[config.mk]
export PLATFORM = sky130hd
export DESIGN_NAME = pee_stack_ram
export DESIGN_NICKNAME = d
export VERILOG_FILES = /design/src/rtl/pee_pkg.sv /design/src/rtl/pee_stack_ram.sv
export SDC_FILE = /design/constraint.sdc
export NUM_CORES = 2
export LEC_CHECK = 0
export BUFFER_PORTS_ARGS = -buffer_cell sky130_fd_sc_hd__buf_2
export CORE_MARGIN = 3
export CORE_UTILIZATION = 25
export DETAILED_ROUTE_END_ITERATION = 7
export PLACE_DENSITY = 0.43
export SETUP_SLACK_MARGIN = 0.5
export SYNTH_ARGS = -nofsm -noshare
export SYNTH_HDL_FRONTEND = slang
export SYNTH_SLANG_ARGS = --single-unit
export TNS_END_PERCENT = 20
[constraint.sdc]
create_clock -name clk -period 3.4 [get_ports clk]
set_input_delay 0.51 -clock clk [delete_from_list [all_inputs] [get_ports clk]]
set_output_delay 0.51 -clock clk [all_outputs]
set_load 0.05 [all_outputs]
[src/rtl/pee_pkg.sv]
// ============================================================================
// pee_pkg: shared types and constants of the prefix expression evaluator
// Holds the character codes, the status codes, the operation decode and the
// result bundle passed from the arithmetic unit to the sequencer.
// ============================================================================
`default_nettype none

package pee_pkg;

    // Default operand stack depth
    localparam int STACK_DEPTH_DEF = 64;

    // Field widths
    localparam int CHAR_W      = 8;
    localparam int VALUE_W     = 32;
    localparam int STATUS_W    = 3;
    localparam int OUT_TDATA_W = 40;
    localparam int OUT_PAD_W   = OUT_TDATA_W - VALUE_W - STATUS_W;

    // Iterations of the restoring divider
    localparam int DIV_STEPS = 32;
    localparam int STEP_W    = $clog2(DIV_STEPS + 1);

    // Character codes
    localparam logic [CHAR_W-1:0] CH_PLUS  = 8'h2B;
    localparam logic [CHAR_W-1:0] CH_MINUS = 8'h2D;
    localparam logic [CHAR_W-1:0] CH_STAR  = 8'h2A;
    localparam logic [CHAR_W-1:0] CH_SLASH = 8'h2F;
    localparam logic [CHAR_W-1:0] CH_CARET = 8'h5E;
    localparam logic [CHAR_W-1:0] CH_ZERO  = 8'h30;
    localparam logic [CHAR_W-1:0] CH_NINE  = 8'h39;

    // Result status codes
    localparam logic [STATUS_W-1:0] STAT_OK       = 3'd0;
    localparam logic [STATUS_W-1:0] STAT_FEW      = 3'd1;
    localparam logic [STATUS_W-1:0] STAT_COUNT    = 3'd2;
    localparam logic [STATUS_W-1:0] STAT_DIVZERO  = 3'd3;
    localparam logic [STATUS_W-1:0] STAT_OVERFLOW = 3'd4;

    typedef enum logic [2:0] {
        OP_NONE,
        OP_DIGIT,
        OP_ADD,
        OP_SUB,
        OP_MUL,
        OP_DIV,
        OP_POW
    } op_t;

    typedef enum logic [1:0] {
        S_IDLE,
        S_READ,
        S_EXEC,
        S_EMIT
    } state_t;

    typedef struct packed {
        logic               done;
        logic               div_zero;
        logic [VALUE_W-1:0] result;
    } alu_res_t;

    function automatic op_t decode_char(input logic [CHAR_W-1:0] c);
        op_t op;
        op = OP_NONE;
        if (c >= CH_ZERO && c <= CH_NINE)
            op = OP_DIGIT;
        else if (c == CH_PLUS)
            op = OP_ADD;
        else if (c == CH_MINUS)
            op = OP_SUB;
        else if (c == CH_STAR)
            op = OP_MUL;
        else if (c == CH_SLASH)
            op = OP_DIV;
        else if (c == CH_CARET)
            op = OP_POW;
        return op;
    endfunction

    function automatic logic is_binop(input op_t op);
        return (op == OP_ADD) || (op == OP_SUB) || (op == OP_MUL) ||
               (op == OP_DIV) || (op == OP_POW);
    endfunction

endpackage

`default_nettype wire

[src/rtl/pee_stack_ram.sv]
// ============================================================================
// pee_stack_ram: operand stack storage
// Single write port, single read port, read data registered.
// ============================================================================
`default_nettype none

module pee_stack_ram
    import pee_pkg::*;
#(
    parameter int DEPTH  = STACK_DEPTH_DEF,
    parameter int ADDR_W = $clog2(STACK_DEPTH_DEF)
)
(
    input  wire logic               clk,
    input  wire logic               wr_en,
    input  wire logic [ADDR_W-1:0]  wr_addr,
    input  wire logic [VALUE_W-1:0] wr_data,
    input  wire logic               rd_en,
    input  wire logic [ADDR_W-1:0]  rd_addr,
    output      logic [VALUE_W-1:0] rd_data
);

    logic [VALUE_W-1:0] mem [DEPTH];

    always_ff @(posedge clk)
    begin
        if (wr_en)
        begin
            mem[wr_addr] <= wr_data;
        end
    end

    always_ff @(posedge clk)
    begin
        if (rd_en)
        begin
            rd_data <= mem[rd_addr];
        end
    end

endmodule

`default_nettype wire

; Word-level counts from Yosys, hierarchy flattened
; Memory sizes are Yosys's and may differ from the RTL's. A register that Yosys moved wholly into a read port is not among the register bits.
; Index checks and enable logic that the tools add are counted.
[classes]
mux = 2
[op_table]
columns = op, n
row1 = $mux W1, 2
[word_totals]
ff_bits = 0
mem_bits_rw = 2048
input_bits = 47
output_inout_bits = 32
word_cells = 3
n_memories = 1
[mem_list]
columns = memory, words, word_bits, read_ports, rd_ports_with_merged_regs, wr, line
row1 = mem, 64, 32, 1, 1, 1, pee_stack_ram.sv:23  ; logic [VALUE_W-1:0] mem [DEPTH];

; Depth between registers and ports, before layout
[logic_depth]
depth_word = 2
mapped_depth = 10
ltp_nobuf = 5

; Worst setup path before layout
; OpenSTA, ideal clock, no wires.
[synth_timing]
path_type = input port to flip-flop
startpoint = input port wr_addr[3]
endpoint = memory mem[48][0] (enable)
setup_time_ps = 461
arrival_time_ps = 3209
required_time_ps = 2939
slack_ps = -270
stages = 4
path_buffers = 1
path_cell_list = clkbuf_1 -> nor2b_1 -> nand4b_1 -> nor3_1
[synth_lines]
columns = item, line
row1 = "start, declared", pee_stack_ram.sv:16  ; input wire logic [ADDR_W-1:0] wr_addr,
row2 = "end, declared", pee_stack_ram.sv:23
; Straight into the memory's write port.

==> results.txt <==
- Max incr delay on CP: 0.77 ns
- The initial antenna violation count is 25.
- Crit path DAT: 3.33 ns
- Summed over all layers, the global routing overflow is 0.
- Via count: 37200
- Maximum level of the CTS H-tree: 4
- Final number of max-transition violations: 0
* Clock tree buffer depth: 3
- The detailed router finished its first iteration with 3210 violations.
- Drt drc: 0
- Register bit count reported by yosys: 2080
- Final Routed Wirelength: 236000 um
- Power per standard cell area: 593 nW/um^2
- Routed wire per std cell: 29.1 um
- Number of routed nets with antenna violations: 0
* Post-CTS setup buffer count: 0
- Clock latency on the worst-skew pair, taken at its later pin, is 0.87 ns.
- Instance area at placement: 87100 um^2
* Post-detailed-placement half-perimeter wirelength: 137000 um
- The core region is 313000 um^2.
- The cell area that synthesis handed to floorplanning was 78800 um^2.
* Synthesized net count: 3371
* Layout overhead on the synthesized area: 19.9%
- Share of final-layout standard cells stronger than drive strength 1: 33.4%
- Routability-driven placement finished with a final weighted congestion of 0.750.
- Design Area, Final: 94600 um^2
- Number of placement rows: 205
- The number of clock buffers added by TritonCTS is 224.
* Crit path kind: primary input to register
- Number of instances in the synthesized netlist: 3324
* Hold Crit Class: primary input to register
- Num ports: 79
- GRT Total Usage: 14.4%
- Data required time of the critical path: 3.97 ns
- Synthesis instantiated 33 different standard cells from the library.
- Setup repair after global routing left no endpoint under its margin.
- Vias in the first global route: 38700
- Worst-margin pin slew: 1.24 ns
- Clock-pin slew of the registers on the worst-case setup and hold paths: 0.06 ns
- Together, buffers and inverters on the worst path number 3.
- Hold violation count in the final report: 0
- Total number of clock tree sinks: 2080
* Maximum resistive drop on vdd: 0.000440 V
* Number of warnings reported in the yosys synthesis log: 0
- The cell family contributing the most delay on the critical path is multiplexers.
- Prior to clock tree synthesis, the placed netlist has a worst setup slack of -0.324 ns.
- The share of synthesized area in the top cell type comes to 79.2%.
* Critical Path, Cell by Cell: buf_8, buf_12, buf_4, mux4_2, mux4_2, o22ai_1, nor2_1
- Die Y-Extent: 568 um
- STA classifies the critical path startpoint as a primary input.
- Status: finished, final reports clean
* Mean instance size in the synthesized netlist: 23.7 um^2
- The synthesized design spends more area on one cell type than any other, namely sky130_fd_sc_hd__edfxtp_1.
- At the end of the flow, the number of nets in the layout was 3802.
* Final worst slack: 0.644 ns
- Per-cell via count in the routed design: 4.60
* Total Negative Setup Slacks: 0 ns
* Die Footprint: 322000 um^2
* Pre-Repair DR Iteration Count: 6
- X dimension of the die: 568 um
- Starting density of the core: 25.2%
- Worst setup EP type: register
- Clock skew: 0.0475 ns
- The tree is rooted in a sky130_fd_sc_hd__clkbuf_16.
- In this run the worst path has a maximum fanout of 22.
- The slowest stage of the critical path is the sky130_fd_sc_hd__o22ai_1 cell.
* Synth top area cells: sky130_fd_sc_hd__edfxtp_1 79%, sky130_fd_sc_hd__mux4_2 16%, sky130_fd_sc_hd__mux2i_1 1.2%
- The worst pin sits at a relative slew slack of 17.0%.
* Setup violators final: 0
- Lkg Pwr: 29.1 nW
* Final cell utilization of the core: 30.2%
- The clock period could shrink to 2.76 ns.
* PortBufs: 78
* Max Clk Rate: 363 MHz
* TritonCTS clock tree: built
- Summing internal, switching and leakage power gives 56.0 mW.
* Global-route wire length before repair: 325000 um
* Sequential area share after synthesis: 79.2%
- Post-route fraction of the period consumed by the critical path: 81.1%
- Counting stages on the worst path, the most repeated cell is sky130_fd_sc_hd__mux4_2.
- Entering global routing, the biggest net connects 68 pins.
- Across the run, the number of max-cap violations was 0.
==> final timing paths <==
check	startpoint	end	slack [ns]	depth (start not counted)
hold reg to reg	mem[12][8]	rd_data[8]	0.84	4
setup reg to reg	mem[59][28]	rd_data[28]	0.85	4
hold / removal	wr_data[27]	mem[16][27]	0.24	1
setup / recovery	rd_addr[0]	rd_data[28]	0.64	7
==> stage by stage <==
| step | cells | hold WS, ns |
|---|---|---|
| floorplan | 3324 | 0.609 |
| global placement | 7668 | 0.814 |
| detailed placement | 7668 | 0.825 |
| CTS | 8084 | 0.205 |
| global route | 8085 | 0.228 |
| finish | 8091 | 0.239 |
==> cell usage in the layout, fill, tap and decap left out, drive strengths merged, types with 6 or more instances in the layout <==
cell type  instances
a21oi             62
a22oi             12
a311oi             8
buf              386
bufinv            28
clkbuf           271
clkinv           106
diode              7
edfxtp          2080
inv                6
mux2i             93
mux4             544
nand2             26
nand2b             8
nor2             137
nor2b             15
nor3               7
o221ai            27
o22ai             84
==> logic make-up (layout without fill, tap and decap cells) <==
family | Yosys count | count (layout) | synth area share, %
and+or+nand+nor | 223 | 223 | 1.26
buffers and inverters | 182 | 802 | 1.12
DFF | 2080 | 2080 | 79.2
other | 0 | 7 | 0
muxes | 637 | 637 | 16.7
AOI/OAI and AO/OA | 202 | 202 | 1.67
==> registers in the layout, summed over array words and instances (netlist names) <==
| signal | flops |
|---|---|
| mem | 2048 |
| rd_data | 32 |
==> final cells by class <==
cell class | instances | area (um^2)
sequential | 2080 | 62500
antenna | 7 | 17.5
clock inverter | 144 | 1540
timing repair buffer | 387 | 3500
multi-input combinational | 1062 | 16000
fill | 30200 | 218000
clock buffer | 271 | 5870
tap | 4140 | 5180
==> cells in the mapped netlist (all sizes together) <==
cell	number
clkbuf	74
a31oi	1
nand3	5
and2	2
o22ai	84
o32ai	4
nor2b	15
or2	3
mux4	544
nor3	7
and3	4
mux2i	93
edfxtp	2080
nand2	26
a41o	4
o221ai	27
nand3b	5
a311oi	8
nand4b	1
or3	3
a22oi	12
buf	108
nor2	137
nand4	2
a21oi	62
or3b	5
nand2b	8
==> worst register-to-register path, stage by stage, from the launching register on <==
cell                       delay (ns)
sky130_fd_sc_hd__edfxtp_1        0.37
sky130_fd_sc_hd__mux4_2          0.48
sky130_fd_sc_hd__mux4_2          0.54
sky130_fd_sc_hd__o22ai_1         0.77
sky130_fd_sc_hd__nor2_1          0.12
==> layer usage <==
metal | share of wire [%] | GRT usage [%]
met1 | 45 | 19.8
met3 | 4.0 | 2.32
met5 | 0.028 | 0
met2 | 49 | 23.7
met4 | 2.5 | 3.65
==> report_power, final <==
group	switching, mW	total (mW)	internal (mW)
logic	1.84	2.92	1.08
clock network	10.2	24.5	14.4
registers	0.111	28.6	28.5
total	12.1	56.0	43.9
==> repair_timing <==
item	CTS	global route
endpoints found under the hold margin	10	0
hold buffers	1	0
resized for setup	0	0
Note: power is estimated with default switching activity, not from simulation.
