### config.mk
export PLATFORM = sky130hd
export DESIGN_NAME = pee_alu
export DESIGN_NICKNAME = d
export VERILOG_FILES = /design/src/rtl/pee_pkg.sv /design/src/rtl/pee_alu.sv
export SDC_FILE = /design/constraint.sdc
export NUM_CORES = 2
export LEC_CHECK = 0
export BUFFER_PORTS_ARGS = -buffer_cell sky130_fd_sc_hd__clkbuf_2
export CORE_MARGIN = 3
export CORE_UTILIZATION = 58
export DETAILED_ROUTE_END_ITERATION = 10
export MAX_ROUTING_LAYER = met4
export PLACE_DENSITY_LB_ADDON = 0.15
export SETUP_SLACK_MARGIN = 0.5
export SKIP_CTS_REPAIR_TIMING = 1
export SYNTH_ARGS = -nofsm -noshare
export SYNTH_HDL_FRONTEND = slang
export SYNTH_SLANG_ARGS = --single-unit
### constraint.sdc
create_clock -name clk -period 7.3 [get_ports clk]
set_input_delay 0.365 -clock clk [delete_from_list [all_inputs] [get_ports clk]]
set_output_delay 0.365 -clock clk [all_outputs]
set_load 0.03 [all_outputs]
### src/rtl/pee_pkg.sv
// ============================================================================
// pee_pkg: shared types and constants of the prefix expression evaluator
// Holds the character codes, the status codes, the operation decode and the
// result bundle passed from the arithmetic unit to the sequencer.
// ============================================================================
`default_nettype none

package pee_pkg;

    // Default operand stack depth
    localparam int STACK_DEPTH_DEF = 64;

    // Field widths
    localparam int CHAR_W      = 8;
    localparam int VALUE_W     = 32;
    localparam int STATUS_W    = 3;
    localparam int OUT_TDATA_W = 40;
    localparam int OUT_PAD_W   = OUT_TDATA_W - VALUE_W - STATUS_W;

    // Iterations of the restoring divider
    localparam int DIV_STEPS = 32;
    localparam int STEP_W    = $clog2(DIV_STEPS + 1);

    // Character codes
    localparam logic [CHAR_W-1:0] CH_PLUS  = 8'h2B;
    localparam logic [CHAR_W-1:0] CH_MINUS = 8'h2D;
    localparam logic [CHAR_W-1:0] CH_STAR  = 8'h2A;
    localparam logic [CHAR_W-1:0] CH_SLASH = 8'h2F;
    localparam logic [CHAR_W-1:0] CH_CARET = 8'h5E;
    localparam logic [CHAR_W-1:0] CH_ZERO  = 8'h30;
    localparam logic [CHAR_W-1:0] CH_NINE  = 8'h39;

    // Result status codes
    localparam logic [STATUS_W-1:0] STAT_OK       = 3'd0;
    localparam logic [STATUS_W-1:0] STAT_FEW      = 3'd1;
    localparam logic [STATUS_W-1:0] STAT_COUNT    = 3'd2;
    localparam logic [STATUS_W-1:0] STAT_DIVZERO  = 3'd3;
    localparam logic [STATUS_W-1:0] STAT_OVERFLOW = 3'd4;

    typedef enum logic [2:0] {
        OP_NONE,
        OP_DIGIT,
        OP_ADD,
        OP_SUB,
        OP_MUL,
        OP_DIV,
        OP_POW
    } op_t;

    typedef enum logic [1:0] {
        S_IDLE,
        S_READ,
        S_EXEC,
        S_EMIT
    } state_t;

    typedef struct packed {
        logic               done;
        logic               div_zero;
        logic [VALUE_W-1:0] result;
    } alu_res_t;

    function automatic op_t decode_char(input logic [CHAR_W-1:0] c);
        op_t op;
        op = OP_NONE;
        if (c >= CH_ZERO && c <= CH_NINE)
            op = OP_DIGIT;
        else if (c == CH_PLUS)
            op = OP_ADD;
        else if (c == CH_MINUS)
            op = OP_SUB;
        else if (c == CH_STAR)
            op = OP_MUL;
        else if (c == CH_SLASH)
            op = OP_DIV;
        else if (c == CH_CARET)
            op = OP_POW;
        return op;
    endfunction

    function automatic logic is_binop(input op_t op);
        return (op == OP_ADD) || (op == OP_SUB) || (op == OP_MUL) ||
               (op == OP_DIV) || (op == OP_POW);
    endfunction

endpackage

`default_nettype wire

### src/rtl/pee_alu.sv
// ============================================================================
// pee_alu: arithmetic unit of the evaluator
// Add, subtract and multiply need no loop; divide runs a restoring
// loop of one quotient bit per cycle; power runs square-and-multiply, one
// exponent bit per cycle. done pulses for one cycle with the result.
// ============================================================================
`default_nettype none

module pee_alu
    import pee_pkg::*;
(
    input  wire logic               clk,
    input  wire logic               rst_n,
    input  wire logic               start,
    input  wire op_t                op,
    input  wire logic [VALUE_W-1:0] a,
    input  wire logic [VALUE_W-1:0] b,
    output      alu_res_t           res
);

    logic               busy_reg, busy_next;
    logic               done_reg, done_next;
    logic               dz_reg, dz_next;
    logic               neg_reg, neg_next;
    op_t                op_reg, op_next;
    logic [STEP_W-1:0]  step_reg, step_next;
    logic [VALUE_W-1:0] acc_reg, acc_next;
    logic [VALUE_W-1:0] base_reg, base_next;
    logic [VALUE_W-1:0] aux_reg, aux_next;

    logic [VALUE_W-1:0] mul_ab;
    logic [VALUE_W-1:0] mul_acc;
    logic [VALUE_W-1:0] mul_base;
    logic [VALUE_W:0]   rem_sh;
    logic [VALUE_W:0]   rem_diff;

    // Low halves only: everything wraps modulo 2^32
    assign mul_ab   = a * b;
    assign mul_acc  = acc_reg * base_reg;
    assign mul_base = base_reg * base_reg;

    assign rem_sh   = {base_reg, acc_reg[VALUE_W-1]};
    assign rem_diff = rem_sh - {1'b0, aux_reg};

    always_comb
    begin
        busy_next = busy_reg;
        done_next = 1'b0;
        dz_next   = dz_reg;
        neg_next  = neg_reg;
        op_next   = op_reg;
        step_next = step_reg;
        acc_next  = acc_reg;
        base_next = base_reg;
        aux_next  = aux_reg;

        if (start)
        begin
            dz_next = 1'b0;
            op_next = op;
            case (op)
                OP_ADD:
                begin
                    acc_next  = a + b;
                    done_next = 1'b1;
                end
                OP_SUB:
                begin
                    acc_next  = a - b;
                    done_next = 1'b1;
                end
                OP_MUL:
                begin
                    acc_next  = mul_ab;
                    done_next = 1'b1;
                end
                OP_DIV:
                begin
                    if (b == '0)
                    begin
                        dz_next   = 1'b1;
                        done_next = 1'b1;
                    end
                    else
                    begin
                        // Divide magnitudes, fix the sign at the end
                        neg_next  = a[VALUE_W-1] ^ b[VALUE_W-1];
                        acc_next  = a[VALUE_W-1] ? (VALUE_W'(0) - a) : a;
                        aux_next  = b[VALUE_W-1] ? (VALUE_W'(0) - b) : b;
                        base_next = '0;
                        step_next = STEP_W'(DIV_STEPS);
                        busy_next = 1'b1;
                    end
                end
                OP_POW:
                begin
                    acc_next = VALUE_W'(1);
                    if (b[VALUE_W-1] || b == '0)
                    begin
                        done_next = 1'b1;
                    end
                    else
                    begin
                        base_next = a;
                        aux_next  = b;
                        busy_next = 1'b1;
                    end
                end
                default:
                begin
                    acc_next  = '0;
                    done_next = 1'b1;
                end
            endcase
        end
        else if (busy_reg)
        begin
            if (op_reg == OP_DIV)
            begin
                if (step_reg != '0)
                begin
                    // One restoring step: base holds the partial remainder
                    if (!rem_diff[VALUE_W])
                    begin
                        base_next = rem_diff[VALUE_W-1:0];
                        acc_next  = {acc_reg[VALUE_W-2:0], 1'b1};
                    end
                    else
                    begin
                        base_next = rem_sh[VALUE_W-1:0];
                        acc_next  = {acc_reg[VALUE_W-2:0], 1'b0};
                    end
                    step_next = step_reg - STEP_W'(1);
                end
                else
                begin
                    acc_next  = neg_reg ? (VALUE_W'(0) - acc_reg) : acc_reg;
                    done_next = 1'b1;
                    busy_next = 1'b0;
                end
            end
            else
            begin
                if (aux_reg != '0)
                begin
                    if (aux_reg[0])
                    begin
                        acc_next = mul_acc;
                    end
                    base_next = mul_base;
                    aux_next  = aux_reg >> 1;
                end
                else
                begin
                    done_next = 1'b1;
                    busy_next = 1'b0;
                end
            end
        end
    end

    always_ff @(posedge clk or negedge rst_n)
    begin
        if (!rst_n)
        begin
            busy_reg <= 1'b0;
            done_reg <= 1'b0;
            dz_reg   <= 1'b0;
            op_reg   <= OP_NONE;
            step_reg <= '0;
        end
        else
        begin
            busy_reg <= busy_next;
            done_reg <= done_next;
            dz_reg   <= dz_next;
            op_reg   <= op_next;
            step_reg <= step_next;
        end
    end

    always_ff @(posedge clk)
    begin
        neg_reg  <= neg_next;
        acc_reg  <= acc_next;
        base_reg <= base_next;
        aux_reg  <= aux_next;
    end

    assign res.done     = done_reg;
    assign res.div_zero = dz_reg;
    assign res.result   = acc_reg;

endmodule

`default_nettype wire

# After elaboration in Yosys (flattened, before gate mapping)

Index checks and enable logic that the tools add are counted.

Flip-flop bits (word level): 109
Bits of input ports: 70

Add/sub/neg operators: 7
Multiply operators: 3
Equal/unequal tests: 14
Multiplexer cells: 51
Bitwise operators: 2
Reduce and logical (&&, ||, !) cells: 16

Operator list:

| operator                | count |
|---|---|
| $mux W32                | 24 |
| $pmux W32 S5            | 1 |
| $pmux W32 S2            | 2 |
| $mul A32 B32 Y32        | 3 |
| $sub A1 B32 Y32 const A | 3 |
| $mux W6                 | 6 |
| $sub A33 B32 Y33        | 1 |
| $add A32 B32 Y32        | 1 |
| $logic_not A32 Y1       | 1 |
| $reduce_bool A32 Y1     | 1 |
| $sub A32 B32 Y32        | 1 |
| $mux W1                 | 16 |
| $eq A3 B3 Y1 const B    | 4 |
| $reduce_and A6 Y1       | 2 |
| $reduce_and A5 Y1       | 2 |
| $reduce_bool A2 Y1      | 4 |
| $eq A3 B2 Y1 const B    | 2 |
| $ne A3 B3 Y1 const B    | 2 |
| $reduce_and A3 Y1       | 2 |
| $reduce_bool A3 Y1      | 2 |
| $reduce_bool A6 Y1      | 1 |
| $sub A6 B1 Y6 const B   | 1 |
| $ne A2 B2 Y1 const B    | 2 |
| $ne A4 B3 Y1 const B    | 1 |
| 7 further kinds         | 8 |

# Logic depth before layout (Yosys ltp)

Depth in word-level cells: 6
Gate-level depth with buffers: 31
Mapped depth without buffers: 29

# Least setup slack after synthesis

OpenSTA, ideal clock, no wires.

Path kind: reg2reg
From: register acc_reg[12]
To: register acc_reg[30] (data pin)
Setup time: 0.261 ns
Data arrival time: 7.477 ns
Setup slack: -0.438 ns
Stages on the path, launching flop included: 30
Cells stage by stage: edfxtp_1 clkbuf_1 clkbuf_1 buf_1 nand2_1 fa_1 inv_1 fa_1 fa_1 inv_1 fa_1 inv_1 fa_1 ha_1 inv_1 fa_1 fa_1 inv_1 ha_1 and4_1 nand2_1 a2bb2oi_1 o211a_1 o21a_1 o21bai_1 a221oi_1 nand2_1 a31oi_1 xnor2_1 a221o_1

Word-level cells in the longest chain between the ends: 6
Elaborated cells on any way between the ends: 9
Classes of those cells: add/sub (1); mul (1); mux (7)

RTL lines:

| what                                                       | line                           | text |
|---|---|---|
| start: declaration                                         | pee_alu.sv:27                  | `logic [VALUE_W-1:0] acc_reg, acc_next;` |
| start signal: assignment                                   | pee_alu.sv:185                 | `acc_reg <= acc_next;` |
| $mul A32 B32 Y32 / $sub A1 B32 Y32 (equally long branches) | pee_alu.sv:39, pee_alu.sv:137  |  |
| $mux W32, on equally long branches                         | pee_alu.sv:146, pee_alu.sv:137 |  |
| $mux W32, on equally long branches                         | pee_alu.sv:144, pee_alu.sv:120 |  |
| $mux W32 *                                                 | pee_alu.sv:118                 | `if (op_reg == OP_DIV)` |
| $mux W32 *                                                 | pee_alu.sv:116                 | `else if (busy_reg)` |
| $mux W32 *                                                 | pee_alu.sv:57                  | `if (start)` |
| via acc_next[30]                                           | pee_alu.sv:27                  |  |

Mark *: on every way through the listed nets, which the timed path passes. The rest lies on a longest branch. The select of a mux whose other input is x is not followed.
A chain may end at the register's enable or synchronous reset.

# Worst setup path after layout

From: register base_reg[4]
To: register acc_reg[27] (data pin)

Word-level cells in the longest chain between the ends: 6

RTL lines:

| what                     | line           | text |
|---|---|---|
| start: declaration       | pee_alu.sv:28  | `logic [VALUE_W-1:0] base_reg, base_next;` |
| start signal: assignment | pee_alu.sv:186 | `base_reg <= base_next;` |
| $mul A32 B32 Y32         | pee_alu.sv:39  | `assign mul_acc = acc_reg * base_reg;` |
| $mux W32                 | pee_alu.sv:146 | `if (aux_reg[0])` |
| $mux W32                 | pee_alu.sv:144 | `if (aux_reg != '0)` |
| $mux W32                 | pee_alu.sv:118 |  |
| $mux W32                 | pee_alu.sv:116 |  |
| $mux W32                 | pee_alu.sv:57  |  |
| via acc_next[27]         | pee_alu.sv:27  |  |

The timed path passes the listed nets, and every way through them passes these cells. The select of a mux whose other input is x is not followed.

==> impl_metrics.yaml <==
sta:
  relSlewSlack_pct: 25.24
  hold_viol: 0
  tightestPinTransition_ns: 1.118
  setup_violations: 14
  drv_slew: 0
  fin_crit_ns: 7.528
  max_freq_ghz: 0.1328
  rsz0062_at_grt: "true"
  period_share_pct: 103.1
  final.setup.worst_slack_ns: -0.2283
  fin_worst_skew_ns: 0.02780
setup_path:
  rrSetupSlack_ns: -0.23
  reg2regPathDepth: 27
  cp-start-kind: "flop"
  r2r_start: "base_reg[4]"
  cp.arrival_ns: 7.69
  crit_path_end_kind: "flop"
  r2r-end: "acc_reg[27]"
  critical_path_class: "flop to flop"
  crit_fanout: 14
  required_ns: 7.46
global_routing:
  antenna_found_initial: 6
  gr-total-overflow: 0
  track_usage_pct: 37.41
  use_met2_pct: 58.70
  first_global_vias: 48150
  use_met1_pct: 48.29
  grt_pass1_wl_um: 277000
  use_met3_pct: 5.324
  busiest_layer: "met2"
  grt_max_degree: 101
floorplan:
  rows: 113
  core_region_area_um2: 95440
  die_area_um2: 100300
  die_width_um: 316.7
  start_util_pct: 58.68
  dieHeight_um: 316.7
  io_pins: 104
cts:
  cts_buffers: 9
  cts_max_level: 3
  cts.sinks: 109
  cts_tree: "built"
  worst_skew_pair.late_latency_ns: 0.41
  clk_path_buf_depth: 2
  clock-root-buffer: "clkbuf_16"
  clk_pin_slew_ns: 0.11
synth:
  syn_inst: 6463
  yosysSeqAreaShare_pct: 5.738
  synth_edf_count: 97
  yosys_warnings: 0
  ys_ff_latch: 109
  synthArstFlopShare_pct: 11.01
  syn_avg_cell_area_um2: 8.665
  synth.distinct_cells: 85
  ys.flop_type: "edfxtp_1"
  synth_area_um2: 56000
  syn_nets: 8158
routing:
  postRouteAntennaNets: 0
  route.detailed.drc: 0
  dr.pass1.iters: 5
  drtIter0Drc: 3975
  drt-total-wl_um: 181600
  wire_per_inst_um: 22.54
  avgViaCountPerCell: 5.697
  via_count: 45900
layout:
  finalNonFillerCells: 8057
  fin_nets: 8475
  design_area_um2: 63460
  drive_above_1_share_pct: 13.68
  final_util_pct: 66.50
  fill_cells: 8034
  syn_to_final_growth_pct: 13.33
hold_path:
  hold_path_end: "op_reg[1]"
  min_path_type: "input port to flop"
  holdPathStages: 2
  hp-start: "op[1]"
placed_design:
  dp_hpwl_um: 149500
  gp_congestion: 0.9941
  portBuffers: 103
  place_area_um2: 61260
  placed_cells: 7965
job:
  cap_violations: 0
run_status:
  outcome: "finished with violations"
  violations: "negative setup slack"
==> worst max path at each step <==
stage                       startpoint            to  slack, ns  cells after the start
after floorplan            acc_reg[11]   acc_reg[30]       0.23                     28
after global placement      acc_reg[5]   acc_reg[28]      -0.30                     25
after detailed placement   base_reg[4]   acc_reg[28]      -0.30                     27
after CTS                  base_reg[4]   acc_reg[28]      -0.38                     27
after global routing      base_reg[10]  base_reg[30]      -0.45                     28
final                      base_reg[4]   acc_reg[27]      -0.23                     27
==> logic make-up (layout without fill, tap and decap cells) <==
family / count (synthesis) / count (layout) / share of synthesized area [%]
and+or+nand+nor: 1880 / 1880 / 16.25
AOI/OAI and AO/OA: 663 / 663 / 7.525
other: 0 / 7 / 0
DFF: 109 / 109 / 5.738
buffers and inverters: 1791 / 2113 / 12.03
adders and majority gates: 1625 / 1625 / 52.19
xor gates and xnor gates: 361 / 361 / 5.646
muxes: 34 / 34 / 0.6122
==> placed cells by master, fill, tap and decap left out, drive strengths merged, types with 97 or more instances in the layout <==
master	instances
a21oi	200
o21ai	137
buf	557
xor2	133
edfxtp	97
inv	1431
xnor2	228
ha	440
clkbuf	117
nor2	209
fa	1185
nand2	865
and2	562
==> per-stage QoR <==
step	hold WS [ns]	setup WS, ns	setup TNS [ns]
after detailed placement	0.2737	-0.3039	-1.958
after global routing	0.3991	-0.4546	-6.172
final	0.3764	-0.2283	-1.588
after CTS	-0.1555	-0.3765	-2.490
after global placement	0.2652	-0.2979	-1.274
after floorplan	0.06941	0.2287	0
==> area by class of cell <==
class                   count  area, µm²  share of cell area (%)
well taps                1265       1583                   2.494
flip-flops and latches    109       3213                   5.063
repair buffers            666       5558                   8.758
multi-input cells        4563      47390                   74.67
clock inverters             7      100.1                  0.1577
inverters                1431       5378                   8.474
diodes                      7      17.52                 0.02760
clock buffers               9      225.2                  0.3549
==> cells in the mapped netlist, types with 12 or more instances <==
master    number  area share [%]
o22ai_1       39            0.44
edfxtp_1      97             5.2
o211ai_1      15            0.20
clkbuf_1     340             2.3
inv_1       1427             9.6
ha_1         440             9.8
a21oi_1      200             1.8
and2_1       562             6.3
a22oi_1       28            0.38
nand4_1       13            0.15
nand2_1      865             5.8
dfrtp_1       12            0.54
nor2_1       208             1.4
buf_1         12           0.080
nand2b_1      27            0.30
xor2_1       133             2.1
o21a_1        25            0.34
o21bai_1      15            0.20
xnor2_1      228             3.6
nor3_1        37            0.33
a21o_1        61            0.82
fa_1        1185              42
mux2i_1       32            0.57
o31ai_1       17            0.23
nand3_1       35            0.31
a31oi_1       14            0.16
o21ai_1       22            0.20
a211oi_1      20            0.27
or3_1         33            0.37
o21ai_0      115             1.0
nor4_1        16            0.18
nor2b_1       20            0.22
==> worst max-delay path, cell delays in order (launching register included) <==
cell	delay, ns
edfxtp_1	0.41
buf_6	0.17
buf_12	0.16
buf_12	0.17
nand2_1	0.10
fa_1	0.51
inv_1	0.05
fa_1	0.47
inv_1	0.05
fa_1	0.48
inv_1	0.07
fa_1	0.56
fa_1	0.44
fa_1	0.54
fa_2	0.48
fa_1	0.58
ha_4	0.22
a21o_1	0.15
a21oi_1	0.14
nor2_1	0.07
nor2_2	0.15
a21oi_1	0.10
a221oi_2	0.29
nor2b_2	0.22
xnor2_1	0.12
a21oi_2	0.22
nor2_1	0.10
a21o_1	0.21
==> layer usage <==
metal / share of wire [%] / vias to the layer above
li1: - / 20100
met1: 39 / 23130
met2: 46 / 2140
met3: 8.5 / 524
met4: 6.1 / 0
met5: 0 / -
Power is not shown: default switching activity piles up to over one toggle a cycle in this logic, so the estimate is an artifact.
